File: src/rtl/core/hst_pkg.sv
// Shared types and constants for the two-sided hit station trigger.
package hst_pkg;

  localparam int NUM_MODULES_DEF  = 4096;
  localparam int NUM_STRIPS_DEF   = 4096;
  localparam int NUM_STATIONS_DEF = 16;

  localparam int OP_W      = 2;
  localparam int ELEM_W    = 12;
  localparam int CHAN_W    = 11;
  localparam int STATION_W = 4;
  localparam int MIN_W     = 5;
  localparam int CFG_IDX_W = 2;
  localparam int EPOCH_W   = 8;
  localparam int CODE_W    = 2;
  localparam int ENTRY_W   = EPOCH_W + CODE_W;

  localparam logic [OP_W-1:0] OP_STS = 2'd0;
  localparam logic [OP_W-1:0] OP_TOF = 2'd1;
  localparam logic [OP_W-1:0] OP_EOE = 2'd2;

  localparam logic [CFG_IDX_W-1:0] REG_STS_MIN = 2'd0;
  localparam logic [CFG_IDX_W-1:0] REG_TOF_MIN = 2'd1;

  localparam logic [CODE_W-1:0] SIDE_NONE = 2'd0;
  localparam logic [CODE_W-1:0] SIDE_ZERO = 2'd1;
  localparam logic [CODE_W-1:0] SIDE_ONE  = 2'd2;

  localparam logic [MIN_W-1:0] COUNT_SAT = 5'd31;

  typedef enum logic [1:0] {
    KIND_STS = 2'd0,
    KIND_TOF = 2'd1,
    KIND_EOE = 2'd2
  } kind_t;

  typedef struct packed {
    kind_t                kind;
    logic [ELEM_W-1:0]    elem;
    logic                 side;
    logic [STATION_W-1:0] station;
  } cmd_t;

endpackage

File: src/rtl/core/hst_if.sv
// Channel interfaces: hit input, result output and register write.
interface hst_in_if;
  import hst_pkg::*;
  logic                 valid;
  logic                 ready;
  logic [OP_W-1:0]      op;
  logic [ELEM_W-1:0]    element_id;
  logic [CHAN_W-1:0]    channel;
  logic                 strip_end;
  logic [STATION_W-1:0] station_id;
  modport source (output valid, op, element_id, channel, strip_end, station_id, input ready);
  modport sink (input valid, op, element_id, channel, strip_end, station_id, output ready);
endinterface


File: src/rtl/core/hst_front.sv
// Front end: decode requests, drop those with no effect, queue the rest.
module hst_front import hst_pkg::*; #(
  parameter int NUM_MODULES = NUM_MODULES_DEF,
  parameter int NUM_STRIPS  = NUM_STRIPS_DEF
) (
  input  logic      clk,
  input  logic      rst,
  hst_in_if.sink    hit_in,
  output cmd_t      head,
  output logic      head_valid,
  input  logic      pop
);
  cmd_t       q [2];
  logic       wptr;
  logic       rptr;
  logic [1:0] count;
  cmd_t       cmd;
  logic       keep;
  logic       push;

  always_comb begin
    cmd.elem    = hit_in.element_id;
    cmd.side    = (hit_in.op == OP_TOF) ? hit_in.strip_end : hit_in.channel[CHAN_W-1];
    cmd.station = hit_in.station_id;
    cmd.kind    = KIND_EOE;
    keep        = 1'b0;
    case (hit_in.op)
      OP_STS: begin
        cmd.kind = KIND_STS;
        keep     = 32'(hit_in.element_id) < 32'(NUM_MODULES);
      end
      OP_TOF: begin
        cmd.kind = KIND_TOF;
        keep     = 32'(hit_in.element_id) < 32'(NUM_STRIPS);
      end
      OP_EOE: begin
        cmd.kind = KIND_EOE;
        keep     = 1'b1;
      end
      default: keep = 1'b0;
    endcase
  end

  assign hit_in.ready = (count != 2'd2);
  assign push         = hit_in.valid && hit_in.ready && keep;
  assign head         = q[rptr];
  assign head_valid   = (count != 2'd0);

  always_ff @(posedge clk) begin
    if (push) begin
      q[wptr] <= cmd;
    end
    if (rst) begin
      wptr  <= 1'b0;
      rptr  <= 1'b0;
      count <= 2'd0;
    end else begin
      if (push) wptr <= ~wptr;
      if (pop) rptr <= ~rptr;
      count <= count + 2'(push) - 2'(pop);
    end
  end
endmodule

File: src/flat_wrapper.sv
// flat-port wrapper written by rule: the top's interface ports become plain ports
module hst_front_flat import hst_pkg::*;
#(
  parameter int NUM_MODULES = NUM_MODULES_DEF,
  parameter int NUM_STRIPS  = NUM_STRIPS_DEF
)
  (clk, rst, head, head_valid, pop, hit_in_valid, hit_in_op, hit_in_element_id, hit_in_channel, hit_in_strip_end, hit_in_station_id, hit_in_ready);
  hst_in_if hit_in_i ();
  input  logic clk;
  input  logic rst;
  output cmd_t head;
  output logic head_valid;
  input  logic pop;
  input wire logic [$bits(hit_in_i.valid)-1:0] hit_in_valid;
  input wire logic [$bits(hit_in_i.op)-1:0] hit_in_op;
  input wire logic [$bits(hit_in_i.element_id)-1:0] hit_in_element_id;
  input wire logic [$bits(hit_in_i.channel)-1:0] hit_in_channel;
  input wire logic [$bits(hit_in_i.strip_end)-1:0] hit_in_strip_end;
  input wire logic [$bits(hit_in_i.station_id)-1:0] hit_in_station_id;
  output wire logic [$bits(hit_in_i.ready)-1:0] hit_in_ready;
  assign hit_in_i.valid = hit_in_valid;
  assign hit_in_i.op = hit_in_op;
  assign hit_in_i.element_id = hit_in_element_id;
  assign hit_in_i.channel = hit_in_channel;
  assign hit_in_i.strip_end = hit_in_strip_end;
  assign hit_in_i.station_id = hit_in_station_id;
  assign hit_in_ready = hit_in_i.ready;
  hst_front #(.NUM_MODULES(NUM_MODULES), .NUM_STRIPS(NUM_STRIPS)) u_core (.clk(clk), .rst(rst), .hit_in(hit_in_i), .head(head), .head_valid(head_valid), .pop(pop));
endmodule
File: config.mk
export PLATFORM = sky130hd
export DESIGN_NAME = hst_front_flat
export DESIGN_NICKNAME = d
export VERILOG_FILES = /design/src/rtl/core/hst_pkg.sv /design/src/rtl/core/hst_if.sv /design/src/rtl/core/hst_front.sv /design/src/flat_wrapper.sv
export SDC_FILE = /design/constraint.sdc
export NUM_CORES = 1
export LEC_CHECK = 0
export BUFFER_PORTS_ARGS = -buffer_cell sky130_fd_sc_hd__buf_2
export CORE_MARGIN = 10
export CORE_UTILIZATION = 35
export CTS_BUF_LIST = sky130_fd_sc_hd__clkbuf_4 sky130_fd_sc_hd__clkbuf_8
export CTS_CLUSTER_DIAMETER = 200
export DETAILED_ROUTE_END_ITERATION = 10
export GPL_ROUTABILITY_DRIVEN = 0
export REMOVE_ABC_BUFFERS = 1
export SETUP_SLACK_MARGIN = 0.4
export SLEW_MARGIN = 40
export SYNTH_ARGS = -nofsm -noshare
export SYNTH_HDL_FRONTEND = slang
export SYNTH_SLANG_ARGS = --single-unit
File: constraint.sdc
create_clock -name clk -period 2.27 [get_ports clk]
set_input_delay 0.5675 -clock clk [delete_from_list [all_inputs] [get_ports clk]]
set_output_delay 0.5675 -clock clk [all_outputs]
set_load 0.05 [all_outputs]
==> qor.txt, run 1 <==
CTS buffer count: 5
Netlist Area Pre-Place: 1700 um^2
Power Total: 1.97 mW
Synth-to-Final Area Change: 37.7%
Die Area: 8060 um^2
Setup Skew: 8.56 ps
Slowest library cell on the worst path: dfxtp_4
Final Hold Viols: 0
Total GRT Usage: 8.10%
N_diodes: 0
Util after Layout: 49.6%
DPL Wire Length: 2320 um
Slew HR: 82.0%
I/O Pins: 55
Area leader, netlist: edfxtp_1
Number of global-route vias before repair: 1082
Register area share after synthesis: 72.9%
Clk_lat worst skew: 290 ps
WP buf/inv: 2
CP Max Fanout: 5
Synth top area share: 67.0%
Cell Pwr Density: 842 nW/um^2
DRT iter0 DRCs: 55
Worst-Margin Slew: 270 ps
Top cells by area, synth: edfxtp_1, mux2_4, mux2_1, dfxtp_1, buf_6
DR WL/cell: 15.6 um
Initial antenna violation count: 0
Cell Chain, Critical Path: buf_8, mux2_4, buf_8
# Max-Cap Violations: 0
Worst EP arrival: 1320 ps
Setup TNS: 0 ps
Total grt overflow: 0
CP Class: reg -> out
Standard-cell rows: 25
Die width: 89.8 um
Worst EP required: 1700 ps
DRC errors left: 0
Clk pin slew, worst setup/hold paths: 80 ps
GR met1 Demand/Resource: 9.05%
Pin count of the biggest net entering global routing: 20
Crit path max-delay family: flip-flops
Number of synthesized register bits: 43
Count leader, synth: edfxtp_1
Chip Height: 89.8 um
GR Util met2: 12.8%
Slowest stage delay, CP: 420 ps
CP Capture Type: primary output
Vias: 933
Share of post-route cells with drive strength above 1: 59.0%
Net count, final: 178
Unrepaired setup endpoints after global routing: true
GR peak layer: met2
Synth Area per Inst: 19.1 um^2
Tmin final: 1880 ps
Reported net switching power: 585 uW
H-tree depth: 2
Buffers added on ports: 44
First-pass GRT wire length: 5230 um
Synth warnings: 0
CTS Buffer Depth: 2
Post-DRT Antenna Nets: 0
Gate power share: 27.8%
Ys flop type: edfxtp_1
Initial core utilization: 36.1%
Met3 usage: 3.91%
Design Area, Final: 2340 um^2
Clk root buf: clkbuf_8
Gate Count Post-Synth: 89
Netlist cell types: 27
Fmax: 531 MHz
Post-DP Area: 2020 um^2
Drt first pass iters: 2
Switching share of power: 29.6%
Internal Power: 1.39 mW
Status: complete, no violations
Clock power share: 23.8%
Worst min path class: in -> reg
CTS Sinks: 43
Startpoint class of the critical path: flip-flop
Detail-routed via count per cell: 4.42
Core area: 4720 um^2
Peak VDD IR: 0.401 mV
CTS tree: done
Post-Route WL: 3290 um
Final setup fails: 0
Number of synthesized flops with an enable pin: 38
Commonest cells in the netlist: edfxtp_1, mux2_1, mux2_4
Slew Viols, Final: 0
CP most frequent cell: buf_8
Post-synthesis async set-or-reset flop share: 0%
Fin crit share: 83.0%
Sequential share of power: 48.4%
Static Leakage: 0.934 nW
layout make-up:
| cell class | count | area [um^2] |
|---|---|---|
| multi-input combinational | 40 | 464 |
| clock inverter | 2 | 12.5 |
| timing repair buffer | 50 | 452 |
| tap | 67 | 83.8 |
| fill | 406 | 2380 |
| clock buffer | 6 | 76.3 |
| inverter | 3 | 11.3 |
| sequential | 43 | 1240 |
state kept, by name, summed over array words and instances (netlist names), named ones only:
signal / count
u_core.count: 2
u_core.wptr: 1
u_core.q: 38
u_core.rptr: 1
worst reg2reg max path, cell delays in order, from the launching register on:
cell and delay [ps]:
dfxtp_1 330, nor2b_4 150, inv_2 90, and3_1 150
buf_4 270
cells in the final DEF (no fill, tap or decap):
master / instances
dfxtp_4: 1
nor2b_4: 1
clkinvlp_4: 1
buf_2: 25
nor2_1: 2
a21boi_2: 1
buf_4: 2
nor3_4: 1
a31oi_1: 1
and3_1: 1
nand4_1: 1
clkinv_2: 1
inv_1: 2
a21boi_1: 1
nand3_1: 1
clkbuf_16: 1
a21bo_1: 1
buf_6: 13
o21ai_1: 1
edfxtp_1: 38
mux2_1: 1
a21oi_1: 1
buf_12: 1
nor3b_2: 1
xor2_1: 1
mux2_4: 19
or2_2: 1
clkbuf_8: 5
ha_1: 1
buf_8: 8
inv_2: 1
o21ba_1: 1
dfxtp_1: 4
clkbuf_4: 1
nor2b_2: 1
xnor2_1: 1
power groups by stage:
| stage | clock (mW) | combinational (mW) | sequential [mW] |
|---|---|---|---|
| global route | 0.517 | 0.581 | 0.963 |
| CTS | 0.486 | 0.492 | 0.952 |
| floorplan | 0 | 0.320 | 0.973 |
| detailed placement | 0 | 0.443 | 0.967 |
| global placement | 0 | 0.434 | 0.963 |
| finish | 0.470 | 0.549 | 0.955 |
worst paths after layout:
path	cells after the start	slack, ps	end	start
hold / removal	1	460	u_core.q[0][5]$_DFFE_PP_	hit_in_element_id[0]
setup / recovery	3	390	head[18]	flip-flop
hold reg to reg	2	550	u_core.rptr$_SDFFE_PP0P_	u_core.rptr$_SDFFE_PP0P_
setup reg to reg	4	960	u_core.q[1][15]$_DFFE_PP_	u_core.count[1]$_SDFF_PP0_
stage by stage:
step	hold slack, ps	setup WS (ps)	cells
after global placement	501	561	201
after global routing	454	332	211
after floorplan	480	298	86
after detailed placement	542	537	201
final	464	387	211
after CTS	457	359	210
per-layer routing:
| layer | vias up | wire (um) |
|---|---|---|
| met5 | - | 0 |
| met4 | 0 | 42 |
| met3 | 5 | 283 |
| met2 | 35 | 1520 |
| met1 | 452 | 1440 |
| li1 | 441 | - |
timing repair:
action                                 CTS  global route
endpoints found under the hold margin    0             0
setup endpoints to repair               19            19
resized for setup                       33            35
setup buffers                            0             0
gates cloned                             1             1
hold buffers                             0             0
cells by family after synthesis:
group	count (synthesis)	synth area share, %
mux	20	15.4
xor+xnor	2	1.03
buf+inv	6	2.20
simple gates	10	4.48
compound gates	7	3.23
fa+ha+maj	1	0.735
flops	43	72.9
Power figures use the tool's default switching activity.
==> run 2, diff against run 1 <==
Settings changed: ABC_AREA from default to 1.
Clock period 2.27 ns to 1.95 ns, I/O delays scaled along.
==> qor.txt, run 2 <==
Status: complete, no violations
Buffers added on ports: 44 (unchanged)
Number of flip-flops in the largest register: 38 (unchanged)
Final setup fails: 0 (unchanged)
Synth-to-Final Area Change: 37.7% (about the same)
Netlist cell types: 17 (-37%)
# Max-Cap Violations: 0 (unchanged)
I/O Pins: 55 (unchanged)
DPL Wire Length: 2430 um (+4.8%)
CP most frequent cell: buf_8
Pin count of the biggest net entering global routing: 14 (-30%)
Slowest library cell on the worst path: dfxtp_4
Clk root buf: clkbuf_8
Most frequent cells in the layout: edfxtp_1, buf_2, mux2_4
Total GRT Usage: 8.92% (+0.82 points)
Fmax: 564 MHz
Detail-routed via count per cell: 4.57 (+3.3%)
Cell Pwr Density: 1000 nW/um^2 (+19%)
Startpoint class of the critical path: flip-flop
Initial core utilization: 36.1% (+0.054 points)
Vias: 973 (+4.3%)
Design Area, Final: 2330 um^2 (-0.53%)
Netlist Area Pre-Place: 1690 um^2 (-0.51%)
Core area: 4690 um^2 (-0.66%)
Wl on met1: 1300 um (-9.9%)
Gate Count Post-Synth: 103 (+16%)
Clk_lat worst skew: 290 ps (about the same)
Post-synthesis async set-or-reset flop share: 0% (unchanged)
Area leader, netlist: edfxtp_1
Tmin final: 1770 ps
Most common cell after layout, fill and taps aside: edfxtp_1
Fin crit share: 90.9%
Slew Viols, Final: 0 (unchanged)
Synth warnings: 0 (unchanged)
Util after Layout: 49.7% (+0.064 points)
Count leader, synth: edfxtp_1
Cell Chain, Critical Path: buf_8, mux2_4, buf_8
Static Leakage: 0.975 nW (+4.3%)
Share of post-route cells with drive strength above 1: 50.3% (-8.7 points)
First-pass GRT wire length: 5290 um (+1.1%)
Chip Height: 89.6 um (-0.20%)
Post-Route WL: 3320 um (+1.0%)
Number of synthesized register bits: 43 (unchanged)
Commonest cells in the netlist: edfxtp_1, nand2_1, inv_1, mux2_4, mux2_2
Initial antenna violation count: 0 (unchanged)
Slowest stage delay, CP: 390 ps (-30 ps)
Die Area: 8020 um^2 (-0.40%)
Unrepaired setup endpoints after global routing: true
Register area share after synthesis: 73.3% (+0.38 points)
Final Hold Viols: 0 (unchanged)
H-tree depth: 2 (unchanged)
Setup Skew: 7.09 ps (-1.47 ps)
Net count, final: 193 (+8.4%)
Number of synthesized flops with an enable pin: 38 (unchanged)
Place WS: 298 ps (-239 ps)
Die width: 89.6 um (-0.20%)
Peak VDD IR: 0.450 mV (+12%)
Standard-cell rows: 25 (unchanged)
CTS Sinks: 43 (unchanged)
Clk pin slew, worst setup/hold paths: 70 ps (about the same)
Drt first pass iters: 4 (+2)
Biggest regs: u_core.q (38), u_core.count (2)
Setup WS post-layout: 177 ps (-209 ps)
Routed length on met3: 337 um (+19%)
Post-DP Area: 1990 um^2 (-1.1%)
Ys flop type: edfxtp_1
Synth top area share: 67.4% (+0.35 points)
Worst EP arrival: 1290 ps (-30 ps)
Slew HR: 87.8% (+5.8 points)
DR WL met2: 1640 um (+7.7%)
Worst-Margin Slew: 183 ps (-87.4 ps)
DR WL/cell: 15.6 um (about the same)
Total grt overflow: 0 (unchanged)
Worst EP required: 1460 ps (-240 ps)
Post-DRT Antenna Nets: 0 (unchanged)
Area of the multi-input gates: 417 um^2 (-10%)
CP Capture Type: primary output
CTS Buffer Depth: 2 (unchanged)
Power Total: 2.34 mW (+18%)
Worst hold slack: 385 ps (-78.8 ps)
Number of global-route vias before repair: 1086 (+0.37%)
Top cells by area, synth: edfxtp_1, mux2_4, mux2_2, dfxtp_1, nand2_1
CP Class: reg -> out
CTS buffer count: 5 (unchanged)
Synth Area per Inst: 16.4 um^2 (-14%)
CP Max Fanout: 6 (+1)
Worst min path class: in -> reg
N_diodes: 0 (unchanged)
CTS tree: done
DRC errors left: 0 (unchanged)
Highest metal used: met4
Number of fill cells: 428 (+5.4%)
DRT iter0 DRCs: 43 (-22%)
Reg area: 1240 um^2 (unchanged)
Top reg by flops: u_core.q
## run 2: worst paths after layout
check,from,endpoint,slack (ps),depth (start not counted)
min,rst,flip-flop,390,2
max reg2reg,u_core.count[1]$_SDFF_PP0_,u_core.q[1][12]$_DFFE_PP_,580,6
max,flip-flop,head[18],180,3
min reg2reg,u_core.rptr$_SDFFE_PP0P_,u_core.rptr$_SDFFE_PP0P_,530,2
## run 2: area by class of cell
| cell class | instances | share of cell area, % |
|---|---|---|
| sequential | 43 | 53.4 |
| tap | 54 | 2.90 |
| multi-input combinational | 47 | 17.9 |
| clock buffer | 5 | 2.95 |
| inverter | 10 | 1.61 |
| clock inverter | 3 | 1.66 |
| timing repair buffer | 51 | 19.6 |
## run 2: kinds of logic after synthesis
logic type | after synthesis | synth area share (%)
AOI/OAI and AO/OA | 3 | 0.886
xor gates and xnor gates | 1 | 0.517
adders and majority gates | 1 | 0.738
buffers and inverters | 13 | 4.28
DFF | 43 | 73.3
muxes | 19 | 14.8
and+or+nand+nor | 23 | 5.47
## run 2: repair_timing
item | 4_1_cts | 5_1_grt
buffers inserted | 0 | 0
setup endpoints to repair | 20 | 21
pin swaps | 0 | 0
hold buffers | 0 | 0
cloned | 1 | 0
resized for setup | 65 | 3
endpoints found under the hold margin | 0 | 0
## run 2: per-layer routing
layer | up-vias | global-route usage, %
met5 | - | 0
met4 | 0 | 2.60
met3 | 6 | 4.51
met2 | 36 | 15.9
met1 | 460 | 8.91
li1 | 471 | -
## run 2: per-stage QoR
stage,setup TNS (ps),instances
floorplan,-1600,100
CTS,0,213
global route,0,213
detailed placement,0,204
global placement,0,204
finish,0,213
## run 2: worst max-delay path, delay by kind of cell, from the launching register on
kind | cells | cell delay, ps
flip-flops | 1 | 390
multiplexers | 1 | 320
buffers and inverters | 2 | 290
## run 2: where the power goes
group          leakage, nW  switching, mW  internal (mW)
sequential           0.394         0.0234           1.07
clock               0.0556          0.277          0.375
combinational        0.526          0.342          0.250
==> run 3, diff against run 2 <==
==> constraint.sdc (replaced) <==
create_clock -name clk -period 1.95 [get_ports clk]
set_input_delay 0.0975 -clock clk [delete_from_list [all_inputs] [get_ports clk]]
set_output_delay 0.0975 -clock clk [all_outputs]
set_load 0.05 [all_outputs]
==> qor.txt, run 3 (synthesis gave the netlist of run 2 again) <==
Util after Layout: 47.6% (-2.1 points)
Vias: 1027 (+5.5%)
Design Area, Final: 2230 um^2 (-4.3%)
Slew HR: 82.5% (-5.3 points)
DRT iter0 DRCs: 16 (-63%)
Cell Chain, Critical Path: buf_4, mux2_2, buf_2
H-tree depth: 2 (unchanged)
Worst EP arrival: 1390 ps (+100 ps)
Most common cell after layout, fill and taps aside: buf_2
Final Hold Viols: 0 (unchanged)
Initial antenna violation count: 0 (unchanged)
Standard-cell rows: 25 (unchanged)
Chip Height: 89.6 um (unchanged)
Synth-to-Final Area Change: 31.8%
Worst reg2reg startpoint: u_core.count[1]$_SDFF_PP0_
Worst hold slack: 8.65 ps (-377 ps)
Min-delay src: hit_in_element_id[7]
DPL Wire Length: 2480 um (+2.3%)
DR WL/cell: 14.4 um (-7.7%)
Clk root buf: clkbuf_8
Net count, final: 207 (+7.3%)
Buffers added on ports: 44 (unchanged)
I/O Pins: 55 (unchanged)
Final setup fails: 0 (unchanged)
Peak VDD IR: 0.440 mV (-2.3%)
Number of global-route vias before repair: 1135 (+4.5%)
Worst EP required: 1850 ps (+390 ps)
Slew Viols, Final: 0 (unchanged)
R2R Path End: u_core.q[0][12]$_DFFE_PP_
Pin count of the biggest net entering global routing: 14 (unchanged)
CP Max Fanout: 8 (+2)
# Max-Cap Violations: 0 (unchanged)
Drt first pass iters: 4 (unchanged)
Die width: 89.6 um (unchanged)
Fmax: 673 MHz (+19%)
N_diodes: 0 (unchanged)
Startpoint class of the critical path: flip-flop
Number of flip-flops in the largest register: 38 (unchanged)
Biggest regs: u_core.q (38), u_core.count (2)
CP Class: reg -> out
Post-Route WL: 3270 um (-1.6%)
CTS buffer count: 5 (unchanged)
Worst-Margin Slew: 264 ps (+81.4 ps)
Detail-routed via count per cell: 4.52 (-0.96%)
Area of the multi-input gates: 383 um^2 (-8.1%)
First-pass GRT wire length: 5310 um (+0.40%)
Worst min path class: in -> reg
Setup Skew: 8.38 ps (+1.29 ps)
WHS Path Cells: 1 (-1)
Worst-case reg-to-reg path depth: 6 (unchanged)
Reg2Reg Setup Slack: 560 ps (-20 ps)
Total grt overflow: 0 (unchanged)
CTS Sinks: 43 (unchanged)
Die Area: 8020 um^2 (unchanged)
CP Capture Type: primary output
Post-DP Area: 1990 um^2 (unchanged)
DRC errors left: 0 (unchanged)
Static Leakage: 0.920 nW (-5.6%)
Slowest library cell on the worst path: mux2_2
Number of fill cells: 427 (-0.23%)
Most frequent cells in the layout: buf_2, edfxtp_1, dlygate4sd3_1
Core area: 4690 um^2 (unchanged)
Setup TNS: 0 ps (unchanged)
Hold endpoint: u_core.q[1][12]$_DFFE_PP_
Top reg by flops: u_core.q
Reg area: 1240 um^2 (-0.30%)
Unrepaired setup endpoints after global routing: true
CTS tree: done
Cell Pwr Density: 943 nW/um^2 (-6.0%)
Post-DRT Antenna Nets: 0 (unchanged)
Fin crit share: 76.2% (-15 points)
Slowest stage delay, CP: 360 ps (-30 ps)
Tmin final: 1490 ps (-286 ps)
Status: complete, no violations
Total GRT Usage: 8.86% (-0.062 points)
Share of post-route cells with drive strength above 1: 44.5% (-5.8 points)
Power Total: 2.11 mW (-10%)
Initial core utilization: 36.1% (unchanged)
CTS Buffer Depth: 2 (unchanged)
Clk_lat worst skew: 290 ps (about the same)
Clk pin slew, worst setup/hold paths: 70 ps (about the same)
==> run 3: changes by cell type in the layout (fill, tap and decap cells not counted), moves of 9 or more <==
cell and delta:
buf_2 +21, buf_6 -11, buf_8 -10, dlygate4sd3_1 +15, mux2_2 +9, mux2_4 -9
==> run 3: through the flow <==
stage	cells	setup WS, ps
6_report	227	464
2_1_floorplan	100	86.7
4_1_cts	227	410
3_5_place_dp	204	567
5_1_grt	227	394
3_3_place_gp	204	622
==> run 3: worst max path at each step <==
stage / start / to / slack [ps] / depth (start not counted)
CTS: flip-flop / head[18] / 410 / 3
floorplan: u_core.count[1]$_SDFF_PP0_ / u_core.q[0][0]$_DFFE_PP_ / 90 / 5
finish: flip-flop / head[14] / 460 / 3
global placement: u_core.count[1]$_SDFF_PP0_ / u_core.q[0][6]$_DFFE_PP_ / 620 / 6
global route: flip-flop / head[14] / 390 / 3
detailed placement: u_core.count[1]$_SDFF_PP0_ / u_core.q[0][8]$_DFFE_PP_ / 570 / 6
==> run 3: worst max-delay path, delay by kind of cell (launching register included) <==
family,cells,cell delay [ps]
buffers and inverters,2,400
flip-flops,1,340
multiplexers,1,360
==> run 3: cell type report <==
| class | count | share of cell area (%) |
|---|---|---|
| clock buffers | 5 | 3.08 |
| clock inverters | 3 | 0.673 |
| inverters | 10 | 1.68 |
| multi-input cells | 47 | 17.2 |
| flip-flops and latches | 43 | 55.6 |
| well taps | 54 | 3.03 |
| repair buffers | 65 | 18.8 |
==> run 3: layer usage <==
layer,up-vias,wire length (um),global-route usage [%]
met2,34,1530,14.3
met3,8,313,4.06
li1,502,-,-
met5,-,0,0
met1,483,1370,9.55
met4,0,50,4.62
==> run 3: power breakdown <==
| part | switching [mW] | leakage [nW] | internal, mW |
|---|---|---|---|
| logic | 0.329 | 0.488 | 0.167 |
| clock network | 0.276 | 0.0392 | 0.243 |
| registers | 0.0185 | 0.393 | 1.07 |
| total | 0.623 | 0.920 | 1.48 |
==> run 3: timing repair <==
action                                  4_1_cts  5_1_grt
endpoints found under the setup margin        0        4
setup buffers                                 0        0
hold buffers                                 15        0
endpoints found under the hold margin        29        0
gates resized for setup                       0        1
